## src/rtl/layer_alpha_compositor_defines.svh

```systemverilog
// assertion macros for the layer alpha compositor
`ifndef LAYER_ALPHA_COMPOSITOR_DEFINES_SVH
`define LAYER_ALPHA_COMPOSITOR_DEFINES_SVH
`ifndef SYNTHESIS
`define LAC_ASSERT(lbl, prop) \
    lbl: assert property (@(posedge i_clk) disable iff (!i_rst_n) prop) \
        else $error("lac property violated");
`define LAC_ASSERT_NEVER(lbl, cond) \
    lbl: assert property (@(posedge i_clk) disable iff (!i_rst_n) !(cond)) \
        else $error("lac forbidden condition seen");
`else
`define LAC_ASSERT(lbl, prop)
`define LAC_ASSERT_NEVER(lbl, cond)
`endif
`endif

```

## src/rtl/lac_pkg.sv

```systemverilog
`timescale 1ns / 1ps
// shared types, constants and arithmetic helpers of the layer alpha compositor
package lac_pkg;

    localparam int MAX_LAYERS = 16;
    localparam int POS_W      = $clog2(MAX_LAYERS);
    localparam int DIV_W      = $clog2(MAX_LAYERS + 1);
    localparam int CHAN_W     = 32;
    localparam int ALPHA_W    = 17;
    localparam int Q_FRAC     = 16;
    localparam int ROUND_HALF = 32768;
    localparam int PROD_W     = CHAN_W + ALPHA_W + 1;
    localparam int AP_W       = 2 * ALPHA_W;
    localparam int NUM_CHAN   = 3;

    // reciprocal table precision for the blend divide
    localparam int RCP_SHIFT  = 18;
    localparam int RCP_W      = RCP_SHIFT + 1;

    // power of two so the pointers wrap on their own
    localparam int FIFO_DEPTH = 2;
    localparam int PTR_W      = $clog2(FIFO_DEPTH);
    localparam int CNT_W      = $clog2(FIFO_DEPTH + 1);

    localparam logic [ALPHA_W-1:0]       ONE_Q16       = ALPHA_W'(65536);
    localparam logic [POS_W-1:0]         POS_MAX       = POS_W'(MAX_LAYERS - 1);
    localparam logic [CNT_W-1:0]         FIFO_FULL_CNT = CNT_W'(FIFO_DEPTH);
    localparam logic signed [CHAN_W-1:0] CHAN_MAX      = {1'b0, {(CHAN_W-1){1'b1}}};
    localparam logic signed [CHAN_W-1:0] CHAN_MIN      = {1'b1, {(CHAN_W-1){1'b0}}};

    typedef struct packed {
        logic signed [CHAN_W-1:0] x;
        logic signed [CHAN_W-1:0] y;
        logic signed [CHAN_W-1:0] z;
        logic [ALPHA_W-1:0]       alpha;
        logic                     first_layer;
        logic                     last_layer;
    } t_layer;

    typedef struct packed {
        logic signed [CHAN_W-1:0] x;
        logic signed [CHAN_W-1:0] y;
        logic signed [CHAN_W-1:0] z;
        logic [ALPHA_W-1:0]       alpha;
    } t_pixel;

    typedef struct packed {
        logic full;
        logic empty;
    } t_fifo_stat;

    typedef enum logic [1:0] {F_IDLE, F_MUL, F_FIX, F_PUSH} t_front_state;
    typedef enum logic [1:0] {B_IDLE, B_MUL, B_FIN} t_back_state;

    function automatic logic [ALPHA_W-1:0] clamp_alpha(input logic [ALPHA_W-1:0] a);
        return (a > ONE_Q16) ? ONE_Q16 : a;
    endfunction

    function automatic logic [DIV_W-1:0] pos_to_div(input logic [POS_W-1:0] pos);
        return DIV_W'(pos) + DIV_W'(1);
    endfunction

    function automatic logic [ALPHA_W-1:0] div_to_alpha_w(input logic [DIV_W-1:0] d);
        return ALPHA_W'(d);
    endfunction

    // floor((v + 2^15) / 2^16)
    function automatic logic signed [CHAN_W:0] round_q16(input logic signed [PROD_W-1:0] v);
        logic signed [PROD_W-1:0] w;
        w = v + PROD_W'(ROUND_HALF);
        return w[Q_FRAC +: CHAN_W+1];
    endfunction

    function automatic logic signed [CHAN_W-1:0] sat_chan(input logic signed [CHAN_W:0] v);
        if (v[CHAN_W] != v[CHAN_W-1]) begin
            return v[CHAN_W] ? CHAN_MIN : CHAN_MAX;
        end
        return v[CHAN_W-1:0];
    endfunction

    // round(acc_alpha * (1 - a)) + a, saturated to one
    function automatic logic [ALPHA_W-1:0] alpha_next(input logic [AP_W-1:0] p,
                                                      input logic [ALPHA_W-1:0] a);
        logic [AP_W-1:0]    w;
        logic [ALPHA_W+1:0] s;
        w = p + AP_W'(ROUND_HALF);
        s = (ALPHA_W+2)'(w[AP_W-1:Q_FRAC]) + (ALPHA_W+2)'(a);
        return (s > (ALPHA_W+2)'(ONE_Q16)) ? ONE_Q16 : s[ALPHA_W-1:0];
    endfunction

endpackage

```

## src/rtl/lac_fifo.sv

```systemverilog
`timescale 1ns / 1ps
// short item queue between the front and the back
module lac_fifo (
    input  logic                i_clk,
    input  logic                i_rst_n,
    input  logic                i_wr,
    input  lac_pkg::t_layer     i_wr_item,
    input  logic                i_rd,
    output lac_pkg::t_layer     o_head,
    output lac_pkg::t_fifo_stat o_stat
);

    lac_pkg::t_layer                r_mem [lac_pkg::FIFO_DEPTH];
    logic [lac_pkg::PTR_W-1:0]      r_wptr;
    logic [lac_pkg::PTR_W-1:0]      r_rptr;
    logic [lac_pkg::CNT_W-1:0]      r_count;
    logic [lac_pkg::CNT_W-1:0]      n_count;

    always_comb begin
        n_count = r_count;
        if (i_wr && !i_rd) begin
            n_count = r_count + 1'b1;
        end else if (!i_wr && i_rd) begin
            n_count = r_count - 1'b1;
        end
    end

    always_ff @(posedge i_clk) begin
        if (!i_rst_n) begin
            r_wptr  <= '0;
            r_rptr  <= '0;
            r_count <= '0;
        end else begin
            if (i_wr) begin
                r_wptr <= r_wptr + 1'b1;
            end
            if (i_rd) begin
                r_rptr <= r_rptr + 1'b1;
            end
            r_count <= n_count;
        end
    end

    always_ff @(posedge i_clk) begin
        if (i_wr) begin
            r_mem[r_wptr] <= i_wr_item;
        end
    end

    assign o_head       = r_mem[r_rptr];
    assign o_stat.full  = (r_count == lac_pkg::FIFO_FULL_CNT);
    assign o_stat.empty = (r_count == '0);

endmodule

```

## config.mk

```make
export PLATFORM = sky130hd
export DESIGN_NAME = lac_fifo
export DESIGN_NICKNAME = d
export VERILOG_FILES = /design/src/rtl/layer_alpha_compositor_defines.svh /design/src/rtl/lac_pkg.sv /design/src/rtl/lac_fifo.sv
export SDC_FILE = /design/constraint.sdc
export NUM_CORES = 1
export LEC_CHECK = 0
export ABC_AREA = 1
export CORE_MARGIN = 2
export CORE_UTILIZATION = 40
export CTS_CLUSTER_DIAMETER = 30
export DETAILED_ROUTE_END_ITERATION = 10
export DONT_BUFFER_PORTS = 1
export SYNTH_ARGS = -nofsm -noshare
export SYNTH_HDL_FRONTEND = slang
export SYNTH_SLANG_ARGS = --single-unit
```

## constraint.sdc

```tcl
create_clock -name i_clk -period 9.09 [get_ports i_clk]
set_input_delay 0.4545 -clock i_clk [delete_from_list [all_inputs] [get_ports i_clk]]
set_output_delay 0.4545 -clock i_clk [all_outputs]
set_load 0.05 [all_outputs]
```

==> results.yml <==
outcome:
  result_of_the_run: "finished, final reports clean"
floorplanning:
  placeableCoreArea_sq_um: 21620
  die_boundary_width_um: 151.7
  initial_utilization_pct: 40.36
  fp.dieArea_sq_um: 23010
  row_count: 54
  die_height_um: 151.7
  io-pin-count: 236
detailed_routing:
  number_of_vias_after_detailed_routing: 3638
  first_iter_violations: 116
  drc: 0
  postRouteAntennaNets: 0
  drt-pass1-iter-count: 5
  average_wire_length_per_cell_after_detail_routing_um: 20.25
  postRouteWirelength_um: 14950
  vias_per_cell: 4.930
yosys:
  synth_seq_cells: 235
  ys_seq_area_share_pct: 80.30
  avg_inst_size_synth_sq_um: 22.20
  yosys_warnings: 0
  netlist_top_cells_area: "edfxtp_1 79%, mux2_4 8.6%, mux2_2 8.4%"
  netlist_area_sq_um: 8726
  syn_inst: 393
  yosysTopAreaCell: "edfxtp_1"
  post-synth-top-area-fraction_pct: 79.15
  synth.net_count: 513
  synth.distinct_cells: 14
worst_setup_path:
  crit_path_max_incr_delay_ps: 870
  critPathMaxFanout: 61
  timing.critical_path.arrival_ps: 2890
  cp-start-kind: "flop"
  regToRegStartpoint: "r_wptr"
  critical_path.cell_chain: "buf_4 -> mux2_2"
  crit_slowest_cell: "dfxtp_4"
  crit_path_end_kind: "output pin"
  critical_path_class: "flop to output pin"
  data_required_critical_path_ps: 8640
worst_hold_path:
  hold_start: "i_wr_item[93]"
  timing.hold.worst.class: "input port to flop"
power:
  power_density_nw_per_um2: 302.4
  power_mw: 3.167
  max-vdd-ir-drop_uv: 193.4
  power.leakage_nw: 3.634
timing:
  max_freq_ghz: 0.2988
  fin_crit_sh_pct: 36.82
  worst_slew_pin_slew_ps: 998.2
  worst_clock_skew_ps: 10.96
  timing.setup.tns_ps: 0
  final-max-slew-violation-count: 0
  setup_viol_count_final: 0
  timing.slew.headroom_pct: 33.21
  post-route-min-period_ps: 3347
  rsz_0062_raised_after_global_routing: "false"
  timing.final.hold_violations: 0
clocking:
  clock_sink_count: 235
  insertion_delay_ps: 500
  postCtsSetupBuffers: 0
  cts_root_buffer: "clkbuf_16"
  ctsHoldBuffers: 0
  longest_clk_path_bufs: 3
  cts_made_buffers: 41
  cts-resized-gates: 0
  tritoncts: "yes"
  clkTransAtPathRegs_ps: 50
  h-tree-depth: 2
layout:
  final_nets: 547
  fin_util_pct: 48.43
  antenna_cells: 0
  filler_cell_count: 1769
  flow.area_growth_from_synthesis_pct: 20.00
  final_layout_size_suffix_gt1_share_pct: 41.48
placement:
  numPortBuffers: 0
  globalplace.congestion: 0.7106
  detailedPlacementHpwl_um: 9535
global_routing:
  antenna_found_initial: 0
  gr-total-overflow: 0
  grt_first_pass_wirelength_um: 21050
  track_usage_pct: 12.16
  first_global_vias: 3819
  grt_start_max_net_pins: 70
flow_run:
  timing.max_cap.violations: 0
[metal layers]
| layer | vias up | GRT usage, % | share of wire, % |
|---|---|---|---|
| met4 | 0 | 5.602 | 2.6 |
| met2 | 201 | 19.75 | 48 |
| met1 | 1781 | 11.95 | 33 |
| met5 | - | 0 | 0 |
| met3 | 31 | 8.234 | 16 |
| li1 | 1625 | - | - |
[metrics by stage]
step / area, sq um / setup WS, ps / instances / hold slack, ps
3_5_place_dp: 9011 / 6224 / 664 / 508.8
3_3_place_gp: 9011 / 6273 / 664 / 471.2
4_1_cts: 10470 / 5680 / 738 / 13.37
2_1_floorplan: 8726 / 3191 / 393 / 463.5
5_1_grt: 10470 / 5562 / 738 / 13.77
6_report: 10470 / 5743 / 738 / 40.59
[cells in the final DEF, fill, tap and decap left out, drive strengths merged]
cell / netlist / layout
a21oi: 1 / 1
clkbuf: 0 / 45
buf: 13 / 4
nor2: 9 / 9
dfxtp: 5 / 5
clkinv: 0 / 10
nand2: 8 / 8
edfxtp: 230 / 230
inv: 8 / 14
nand3: 1 / 1
bufinv: 0 / 9
clkinvlp: 0 / 4
ha: 1 / 1
nand4: 1 / 1
mux2: 115 / 115
o21ai: 1 / 1
[registers in the layout, indices dropped and copies added, names as in the netlist, named ones only]
name	cells
r_wptr	1
r_count	2
r_mem	230
r_rptr	1
[cell families after synthesis]
kind of cell    synth area share, %
mux                           16.99
fa+ha+maj                    0.1434
compound gates               0.1146
buf+inv                       1.592
simple gates                 0.8603
flops                         80.30
[layout make-up]
type	instances	area, sq um	share of cell area (%)
Timing Repair Buffer	4	30.03	0.2868
Tap cell	280	350.3	3.346
Inverter	8	32.53	0.3107
Multi-Input combinational cell	137	1588	15.16
Sequential cell	235	7010	66.95
Clock buffer	45	1041	9.941
Clock inverter	29	419.2	4.003
[final timing paths]
path,end,slack [ps],cells past startpoint
max,o_head[16],5740,2
min,r_mem[0][93],40,0
max reg2reg,r_mem[1][45],6770,3
min reg2reg,r_rptr,510,2
[critical path: cells and delay by family (launching register included)]
family / cells / cell delay, ps
buffers and inverters: 1 / 860
multiplexers: 1 / 550
flip-flops: 1 / 870
[Yosys cell counts]
master,number
edfxtp_1,230
mux2_2,65
mux2_4,50
nor2_1,9
inv_1,8
nand2_1,8
buf_6,7
buf_2,6
dfxtp_1,5
a21oi_1,1
ha_1,1
nand3_1,1
nand4_1,1
o21ai_0,1
[power breakdown]
group / switching [mW] / internal, mW / total [mW]
combinational: 0.232 / 0.0672 / 0.299
clock: 0.499 / 1.09 / 1.59
sequential: 0.0211 / 1.26 / 1.28
Power figures use the tool's default switching activity.
