`config.mk`:
```
export PLATFORM = sky130hd
export DESIGN_NAME = lac_front
export DESIGN_NICKNAME = d
export VERILOG_FILES = /design/src/rtl/lac_pkg.sv /design/src/rtl/lac_front.sv
export VERILOG_INCLUDE_DIRS = /design/src /design/src/rtl
export SDC_FILE = /design/constraint.sdc
export NUM_CORES = 1
export LEC_CHECK = 0
export BUFFER_PORTS_ARGS = -buffer_cell sky130_fd_sc_hd__buf_2
export CELL_PAD_IN_SITES_DETAIL_PLACEMENT = 1
export CELL_PAD_IN_SITES_GLOBAL_PLACEMENT = 2
export CORE_ASPECT_RATIO = 1.4
export CORE_MARGIN = 3
export CORE_UTILIZATION = 38
export DETAILED_ROUTE_END_ITERATION = 6
export GPL_TIMING_DRIVEN = 1
export PLACE_DENSITY_LB_ADDON = 0.25
export SLEW_MARGIN = 20
export SYNTH_ARGS = -nofsm -noshare
export SYNTH_HDL_FRONTEND = slang
export SYNTH_SLANG_ARGS = --single-unit
```
`constraint.sdc`:
```
create_clock -name i_clk -period 8.4 [get_ports i_clk]
set_input_delay 0.84 -clock i_clk [delete_from_list [all_inputs] [get_ports i_clk]]
set_output_delay 0.84 -clock i_clk [all_outputs]
set_load 0.01 [all_outputs]
```
`src/rtl/layer_alpha_compositor_defines.svh`:
```
// assertion macros for the layer alpha compositor
`ifndef LAYER_ALPHA_COMPOSITOR_DEFINES_SVH
`define LAYER_ALPHA_COMPOSITOR_DEFINES_SVH
`ifndef SYNTHESIS
`define LAC_ASSERT(lbl, prop) \
    lbl: assert property (@(posedge i_clk) disable iff (!i_rst_n) prop) \
        else $error("lac property violated");
`define LAC_ASSERT_NEVER(lbl, cond) \
    lbl: assert property (@(posedge i_clk) disable iff (!i_rst_n) !(cond)) \
        else $error("lac forbidden condition seen");
`else
`define LAC_ASSERT(lbl, prop)
`define LAC_ASSERT_NEVER(lbl, cond)
`endif
`endif

```
`src/rtl/lac_pkg.sv`:
```
`timescale 1ns / 1ps
// shared types, constants and arithmetic helpers of the layer alpha compositor
package lac_pkg;

    localparam int MAX_LAYERS = 16;
    localparam int POS_W      = $clog2(MAX_LAYERS);
    localparam int DIV_W      = $clog2(MAX_LAYERS + 1);
    localparam int CHAN_W     = 32;
    localparam int ALPHA_W    = 17;
    localparam int Q_FRAC     = 16;
    localparam int ROUND_HALF = 32768;
    localparam int PROD_W     = CHAN_W + ALPHA_W + 1;
    localparam int AP_W       = 2 * ALPHA_W;
    localparam int NUM_CHAN   = 3;

    // reciprocal table precision for the blend divide
    localparam int RCP_SHIFT  = 18;
    localparam int RCP_W      = RCP_SHIFT + 1;

    // power of two so the pointers wrap on their own
    localparam int FIFO_DEPTH = 2;
    localparam int PTR_W      = $clog2(FIFO_DEPTH);
    localparam int CNT_W      = $clog2(FIFO_DEPTH + 1);

    localparam logic [ALPHA_W-1:0]       ONE_Q16       = ALPHA_W'(65536);
    localparam logic [POS_W-1:0]         POS_MAX       = POS_W'(MAX_LAYERS - 1);
    localparam logic [CNT_W-1:0]         FIFO_FULL_CNT = CNT_W'(FIFO_DEPTH);
    localparam logic signed [CHAN_W-1:0] CHAN_MAX      = {1'b0, {(CHAN_W-1){1'b1}}};
    localparam logic signed [CHAN_W-1:0] CHAN_MIN      = {1'b1, {(CHAN_W-1){1'b0}}};

    typedef struct packed {
        logic signed [CHAN_W-1:0] x;
        logic signed [CHAN_W-1:0] y;
        logic signed [CHAN_W-1:0] z;
        logic [ALPHA_W-1:0]       alpha;
        logic                     first_layer;
        logic                     last_layer;
    } t_layer;

    typedef struct packed {
        logic signed [CHAN_W-1:0] x;
        logic signed [CHAN_W-1:0] y;
        logic signed [CHAN_W-1:0] z;
        logic [ALPHA_W-1:0]       alpha;
    } t_pixel;

    typedef struct packed {
        logic full;
        logic empty;
    } t_fifo_stat;

    typedef enum logic [1:0] {F_IDLE, F_MUL, F_FIX, F_PUSH} t_front_state;
    typedef enum logic [1:0] {B_IDLE, B_MUL, B_FIN} t_back_state;

    function automatic logic [ALPHA_W-1:0] clamp_alpha(input logic [ALPHA_W-1:0] a);
        return (a > ONE_Q16) ? ONE_Q16 : a;
    endfunction

    function automatic logic [DIV_W-1:0] pos_to_div(input logic [POS_W-1:0] pos);
        return DIV_W'(pos) + DIV_W'(1);
    endfunction

    function automatic logic [ALPHA_W-1:0] div_to_alpha_w(input logic [DIV_W-1:0] d);
        return ALPHA_W'(d);
    endfunction

    // floor((v + 2^15) / 2^16)
    function automatic logic signed [CHAN_W:0] round_q16(input logic signed [PROD_W-1:0] v);
        logic signed [PROD_W-1:0] w;
        w = v + PROD_W'(ROUND_HALF);
        return w[Q_FRAC +: CHAN_W+1];
    endfunction

    function automatic logic signed [CHAN_W-1:0] sat_chan(input logic signed [CHAN_W:0] v);
        if (v[CHAN_W] != v[CHAN_W-1]) begin
            return v[CHAN_W] ? CHAN_MIN : CHAN_MAX;
        end
        return v[CHAN_W-1:0];
    endfunction

    // round(acc_alpha * (1 - a)) + a, saturated to one
    function automatic logic [ALPHA_W-1:0] alpha_next(input logic [AP_W-1:0] p,
                                                      input logic [ALPHA_W-1:0] a);
        logic [AP_W-1:0]    w;
        logic [ALPHA_W+1:0] s;
        w = p + AP_W'(ROUND_HALF);
        s = (ALPHA_W+2)'(w[AP_W-1:Q_FRAC]) + (ALPHA_W+2)'(a);
        return (s > (ALPHA_W+2)'(ONE_Q16)) ? ONE_Q16 : s[ALPHA_W-1:0];
    endfunction

endpackage

```
`src/rtl/lac_front.sv`:
```
`timescale 1ns / 1ps
// front end: takes layer items, tracks position, scales alpha in blend mode
`include "layer_alpha_compositor_defines.svh"
module lac_front (
    input  logic                i_clk,
    input  logic                i_rst_n,
    input  logic                push,
    output logic                full,
    input  lac_pkg::t_layer     i_item,
    input  logic                i_blend_mode,
    input  lac_pkg::t_fifo_stat i_fifo_stat,
    output logic                o_wr,
    output lac_pkg::t_layer     o_wr_item
);

    lac_pkg::t_front_state                         r_state;
    lac_pkg::t_front_state                         n_state;
    lac_pkg::t_layer                               r_item;
    lac_pkg::t_layer                               n_item;
    logic [lac_pkg::POS_W-1:0]                     r_pos;
    logic [lac_pkg::POS_W-1:0]                     n_pos;
    logic [lac_pkg::RCP_W+lac_pkg::ALPHA_W-1:0]    r_prod;
    logic [lac_pkg::RCP_W+lac_pkg::ALPHA_W-1:0]    n_prod;
    logic [lac_pkg::RCP_W-1:0]                     w_rcp [lac_pkg::MAX_LAYERS];
    logic [lac_pkg::DIV_W-1:0]                     w_div;
    logic [lac_pkg::ALPHA_W-1:0]                   w_q0;
    logic [lac_pkg::ALPHA_W+lac_pkg::DIV_W-1:0]    w_qd;
    logic [lac_pkg::ALPHA_W-1:0]                   w_rem;

    // reciprocal of (position + 1), scaled by 2^RCP_SHIFT
    for (genvar g = 0; g < lac_pkg::MAX_LAYERS; g++) begin : g_rcp
        localparam int RCP = (1 << lac_pkg::RCP_SHIFT) / (g + 1);
        assign w_rcp[g] = RCP[lac_pkg::RCP_W-1:0];
    end

    // estimate is exact or one low, one compare fixes it
    assign w_div = lac_pkg::pos_to_div(r_pos);
    assign w_q0  = r_prod[lac_pkg::RCP_SHIFT +: lac_pkg::ALPHA_W];
    assign w_qd  = w_q0 * w_div;
    assign w_rem = r_item.alpha - w_qd[lac_pkg::ALPHA_W-1:0];

    always_comb begin
        n_state = r_state;
        n_item  = r_item;
        n_pos   = r_pos;
        n_prod  = r_prod;
        o_wr    = 1'b0;
        full    = 1'b1;
        case (r_state)
            lac_pkg::F_IDLE: begin
                full = 1'b0;
                if (push) begin
                    n_item       = i_item;
                    n_item.alpha = lac_pkg::clamp_alpha(i_item.alpha);
                    if (i_item.first_layer) begin
                        n_pos = '0;
                    end else if (r_pos != lac_pkg::POS_MAX) begin
                        n_pos = r_pos + 1'b1;
                    end
                    if (!i_item.first_layer && i_blend_mode) begin
                        n_state = lac_pkg::F_MUL;
                    end else begin
                        n_state = lac_pkg::F_PUSH;
                    end
                end
            end
            lac_pkg::F_MUL: begin
                n_prod  = r_item.alpha * w_rcp[r_pos];
                n_state = lac_pkg::F_FIX;
            end
            lac_pkg::F_FIX: begin
                if (w_rem >= lac_pkg::div_to_alpha_w(w_div)) begin
                    n_item.alpha = w_q0 + 1'b1;
                end else begin
                    n_item.alpha = w_q0;
                end
                n_state = lac_pkg::F_PUSH;
            end
            lac_pkg::F_PUSH: begin
                if (!i_fifo_stat.full) begin
                    o_wr    = 1'b1;
                    n_state = lac_pkg::F_IDLE;
                end
            end
            default: begin
                n_state = lac_pkg::F_IDLE;
            end
        endcase
    end

    always_ff @(posedge i_clk) begin
        if (!i_rst_n) begin
            r_state <= lac_pkg::F_IDLE;
            r_pos   <= '0;
        end else begin
            r_state <= n_state;
            r_pos   <= n_pos;
        end
    end

    always_ff @(posedge i_clk) begin
        r_item <= n_item;
        r_prod <= n_prod;
    end

    assign o_wr_item = r_item;

    `LAC_ASSERT_NEVER(a_pos_range, r_pos > lac_pkg::POS_MAX)
    `LAC_ASSERT(a_wr_room, o_wr |-> !i_fifo_stat.full)
    `LAC_ASSERT(a_div_shrinks, (r_state == lac_pkg::F_PUSH && $past(r_state) == lac_pkg::F_FIX) |-> r_item.alpha <= $past(r_item.alpha))

endmodule

```
==> qor.txt <==
Syn Area/Cell: 9.98 um^2
pin count of the biggest net entering global routing: 79
wire per inst: 20.8 um
die area: 0.0492 mm^2
Tcrit/Tclk final: 0.939
overall routing resource usage: 0.228
Worst-Skew Late Latency: 0.44 ns
clk root buf: clkbuf_16
CTS max path bufs: 2
Slew headroom: 0.249
first-pass GRT wire length: 86.1 mm
Final setup viols: 0
Power Dens Cells: 288 mW/mm^2
CP endpoint kind: register
LEAKAGE: 9.95 nW
Setup TNS Final: 0 ns
WL met3: 2.64 mm
GR Overflow Total: 0
# DRC: 0
critical path launch point type: register
Metal-1 WL: 20.3 mm
Max Clk Rate: 0.127 GHz
pin slew with the least headroom to its limit: 1.12 ns
share of synthesized registers carrying an async set or reset: 0
Layout Utilization: 0.447
Worst-path clk slew: 0.07 ns
Die Width: 188 um
minimum clock period: 7.89 ns
Req. time, crit path: 8.57 ns
kind of critical path: register to register
final WL: 54.7 mm
global placer's final weighted congestion: 0.824
Cell variety after synth: 68
# H-tree levels: 4
cts hold-fix bufs: 0
cell count after synthesis: 1774
share of cells above drive strength 1: 0.161
Hold Violations, Final: 0
Mapped Area: 0.0177 mm^2
EDFF count, synth: 132
vias per inst: 5.03
Final Non-Filler Cells: 2630
Worst Skew: 0.0125 ns
CTS resizes: 0
DP Wirelength: 46.3 mm
Min-Delay Path Class: input pin to register
Post-CTS Setup Bufs: 0
RSZ-0062 raised after global routing: no
vias in the first global route: 15500
outcome: finished, final reports clean
nets@finish: 2572
CTS Buf Count: 17
detailed-router iteration count before antenna repair: 5
WP data arrival: 8.06 ns
sequential-to-total area share from yosys stat: 0.231
Initial DRC Count: 501
Antenna Nets Post-Route: 0
max cap viols: 0
Site Rows: 92
setup slack at placement: 0.484 ns
net count after synthesis: 2342
Ports: 238
worst-path fanout max: 10
Pins Over Slew Limit: 0
starting density of the core: 0.388
via count: 13200
clock sinks: 138
CTS tree: done
final worst setup slack: 0.510 ns
Placed Cells: 2596
FF+latch count, synth: 138
total of warnings raised by yosys: 0
metal2 WL: 29.8 mm
PortBufs: 236
ys flop type: edfxtp_1
die height: 261 um
initial antenna violation count: 4
Peak supply drop: 0.228 mV
uppermost layer routed: met5
core area: 0.0456 mm^2
P&R area growth vs syn: 15.0%
==> cells in the final DEF (no fill, tap or decap), drive strengths merged, types with 3 or more instances in the layout <==
cell / count
inv: 391
fa: 302
buf: 284
nand2: 263
ha: 145
edfxtp: 132
and2: 106
nor2: 47
xnor2: 35
a21oi: 32
o21ai: 27
nand3: 26
and3: 24
xor2: 19
a22o: 17
clkbuf: 17
nor3: 14
a21o: 12
nor2b: 12
nor4: 12
nand4: 9
o21a: 8
clkinv: 8
a31oi: 6
dfxtp: 6
nand2b: 6
a211o: 4
o221ai: 4
a211oi: 4
o211ai: 3
or3: 3
nor4b: 3
mux2: 3
==> path summary, 6_finish.rpt <==
| kind | start | endpoint | slack (ns) | cells past startpoint |
|---|---|---|---|---|
| max | r_pos[1]$_SDFFE_PN0P_ | r_prod[34]$_DFFE_PN_ | 0.51 | 26 |
| min | i_item[36] | o_wr_item[36]$_DFFE_PP_ | 0.57 | 1 |
| max reg2reg | r_pos[1]$_SDFFE_PN0P_ | r_prod[34]$_DFFE_PN_ | 0.51 | 26 |
| min reg2reg | r_state[0]$_SDFFE_PN0P_ | r_state[0]$_SDFFE_PN0P_ | 0.58 | 1 |
==> cell families after synthesis <==
group	share of synthesized area
simple gates	0.144
buf+inv	0.0982
fa+ha+maj	0.444
compound gates	0.0536
flops	0.231
xor+xnor	0.0267
mux	0.00304
==> synth_stat cells, drive strengths merged (3+ instances only) <==
| cell | instances | area, um^2 |
|---|---|---|
| nor2 | 47 | 176 |
| edfxtp | 132 | 3960 |
| a22o | 17 | 149 |
| ha | 145 | 1810 |
| a211o | 4 | 35.0 |
| or3 | 3 | 18.8 |
| and2 | 106 | 663 |
| fa | 302 | 6050 |
| nor3 | 14 | 70.1 |
| o21a | 8 | 60.1 |
| nor4 | 12 | 75.1 |
| inv | 384 | 1440 |
| clkbuf | 62 | 234 |
| o211ai | 3 | 22.5 |
| dfxtp | 6 | 120 |
| nor4b | 3 | 26.3 |
| and3 | 24 | 150 |
| buf | 11 | 63.8 |
| nand4 | 9 | 56.3 |
| nand2b | 6 | 40.0 |
| a21oi | 32 | 164 |
| a21o | 12 | 90.1 |
| nand2 | 263 | 987 |
| o21ai | 27 | 135 |
| a31oi | 6 | 37.5 |
| nor2b | 12 | 75.1 |
| xnor2 | 35 | 307 |
| a211oi | 4 | 30.0 |
| nand3 | 26 | 130 |
| o221ai | 4 | 35.0 |
| mux2 | 3 | 33.8 |
| xor2 | 19 | 166 |
==> flip-flops by register name (all words and copies together), names as in the netlist <==
register and cells:
o_wr_item 115, r_pos 4, r_prod 17, r_state 2
==> routing by layer <==
metal,up-vias,global-route usage
met3,90,0.0380
li1,5984,-
met4,2,0.0824
met2,340,0.434
met1,6804,0.257
met5,-,0
==> critical path, cell delays in order, from the launching register on <==
cell and delay, ns:
dfxtp_1 0.60, inv_1 0.22, ha_1 0.24, mux2_2 0.31, nand2_1 0.23, buf_4 0.25, nand3_1 0.12, fa_1 0.56
fa_1 0.52, fa_1 0.52, inv_1 0.06, fa_1 0.49, fa_1 0.49, inv_1 0.05, fa_1 0.48, inv_1 0.04
ha_1 0.28, a21oi_1 0.14, o21ai_0 0.09, a21oi_1 0.27, nand2b_1 0.24, a31oi_1 0.26, a21oi_1 0.38, o21ai_0 0.17
or3_1 0.35, a21oi_1 0.16, xnor2_1 0.10
==> cell type report <==
cell class / count / area, um^2
Inverter: 384 / 1440
Clock inverter: 15 / 199
Fill cell: 5284 / 25200
Sequential cell: 138 / 4080
Tap cell: 611 / 764
Antenna cell: 2 / 5.00
Clock buffer: 17 / 425
Multi-Input combinational cell: 1179 / 11900
Timing Repair Buffer: 284 / 1550
==> power by group <==
group / switching (W) / internal (W) / total, W
sequential: 0.000338 / 0.00104 / 0.00138
combinational: 0.00221 / 0.00151 / 0.00373
clock: 0.000354 / 0.000406 / 0.000760
total: 0.00291 / 0.00296 / 0.00587
==> per-stage QoR <==
stage / hold slack (ns) / cell area (um^2) / power (W)
floorplan: 0.527 / 17700 / 0.00391
global placement: 0.560 / 19700 / 0.00507
detailed placement: 0.579 / 19700 / 0.00515
CTS: 0.552 / 20400 / 0.00595
global route: 0.549 / 20400 / 0.00645
finish: 0.573 / 20400 / 0.00587
(Power assumes the default switching activity.)
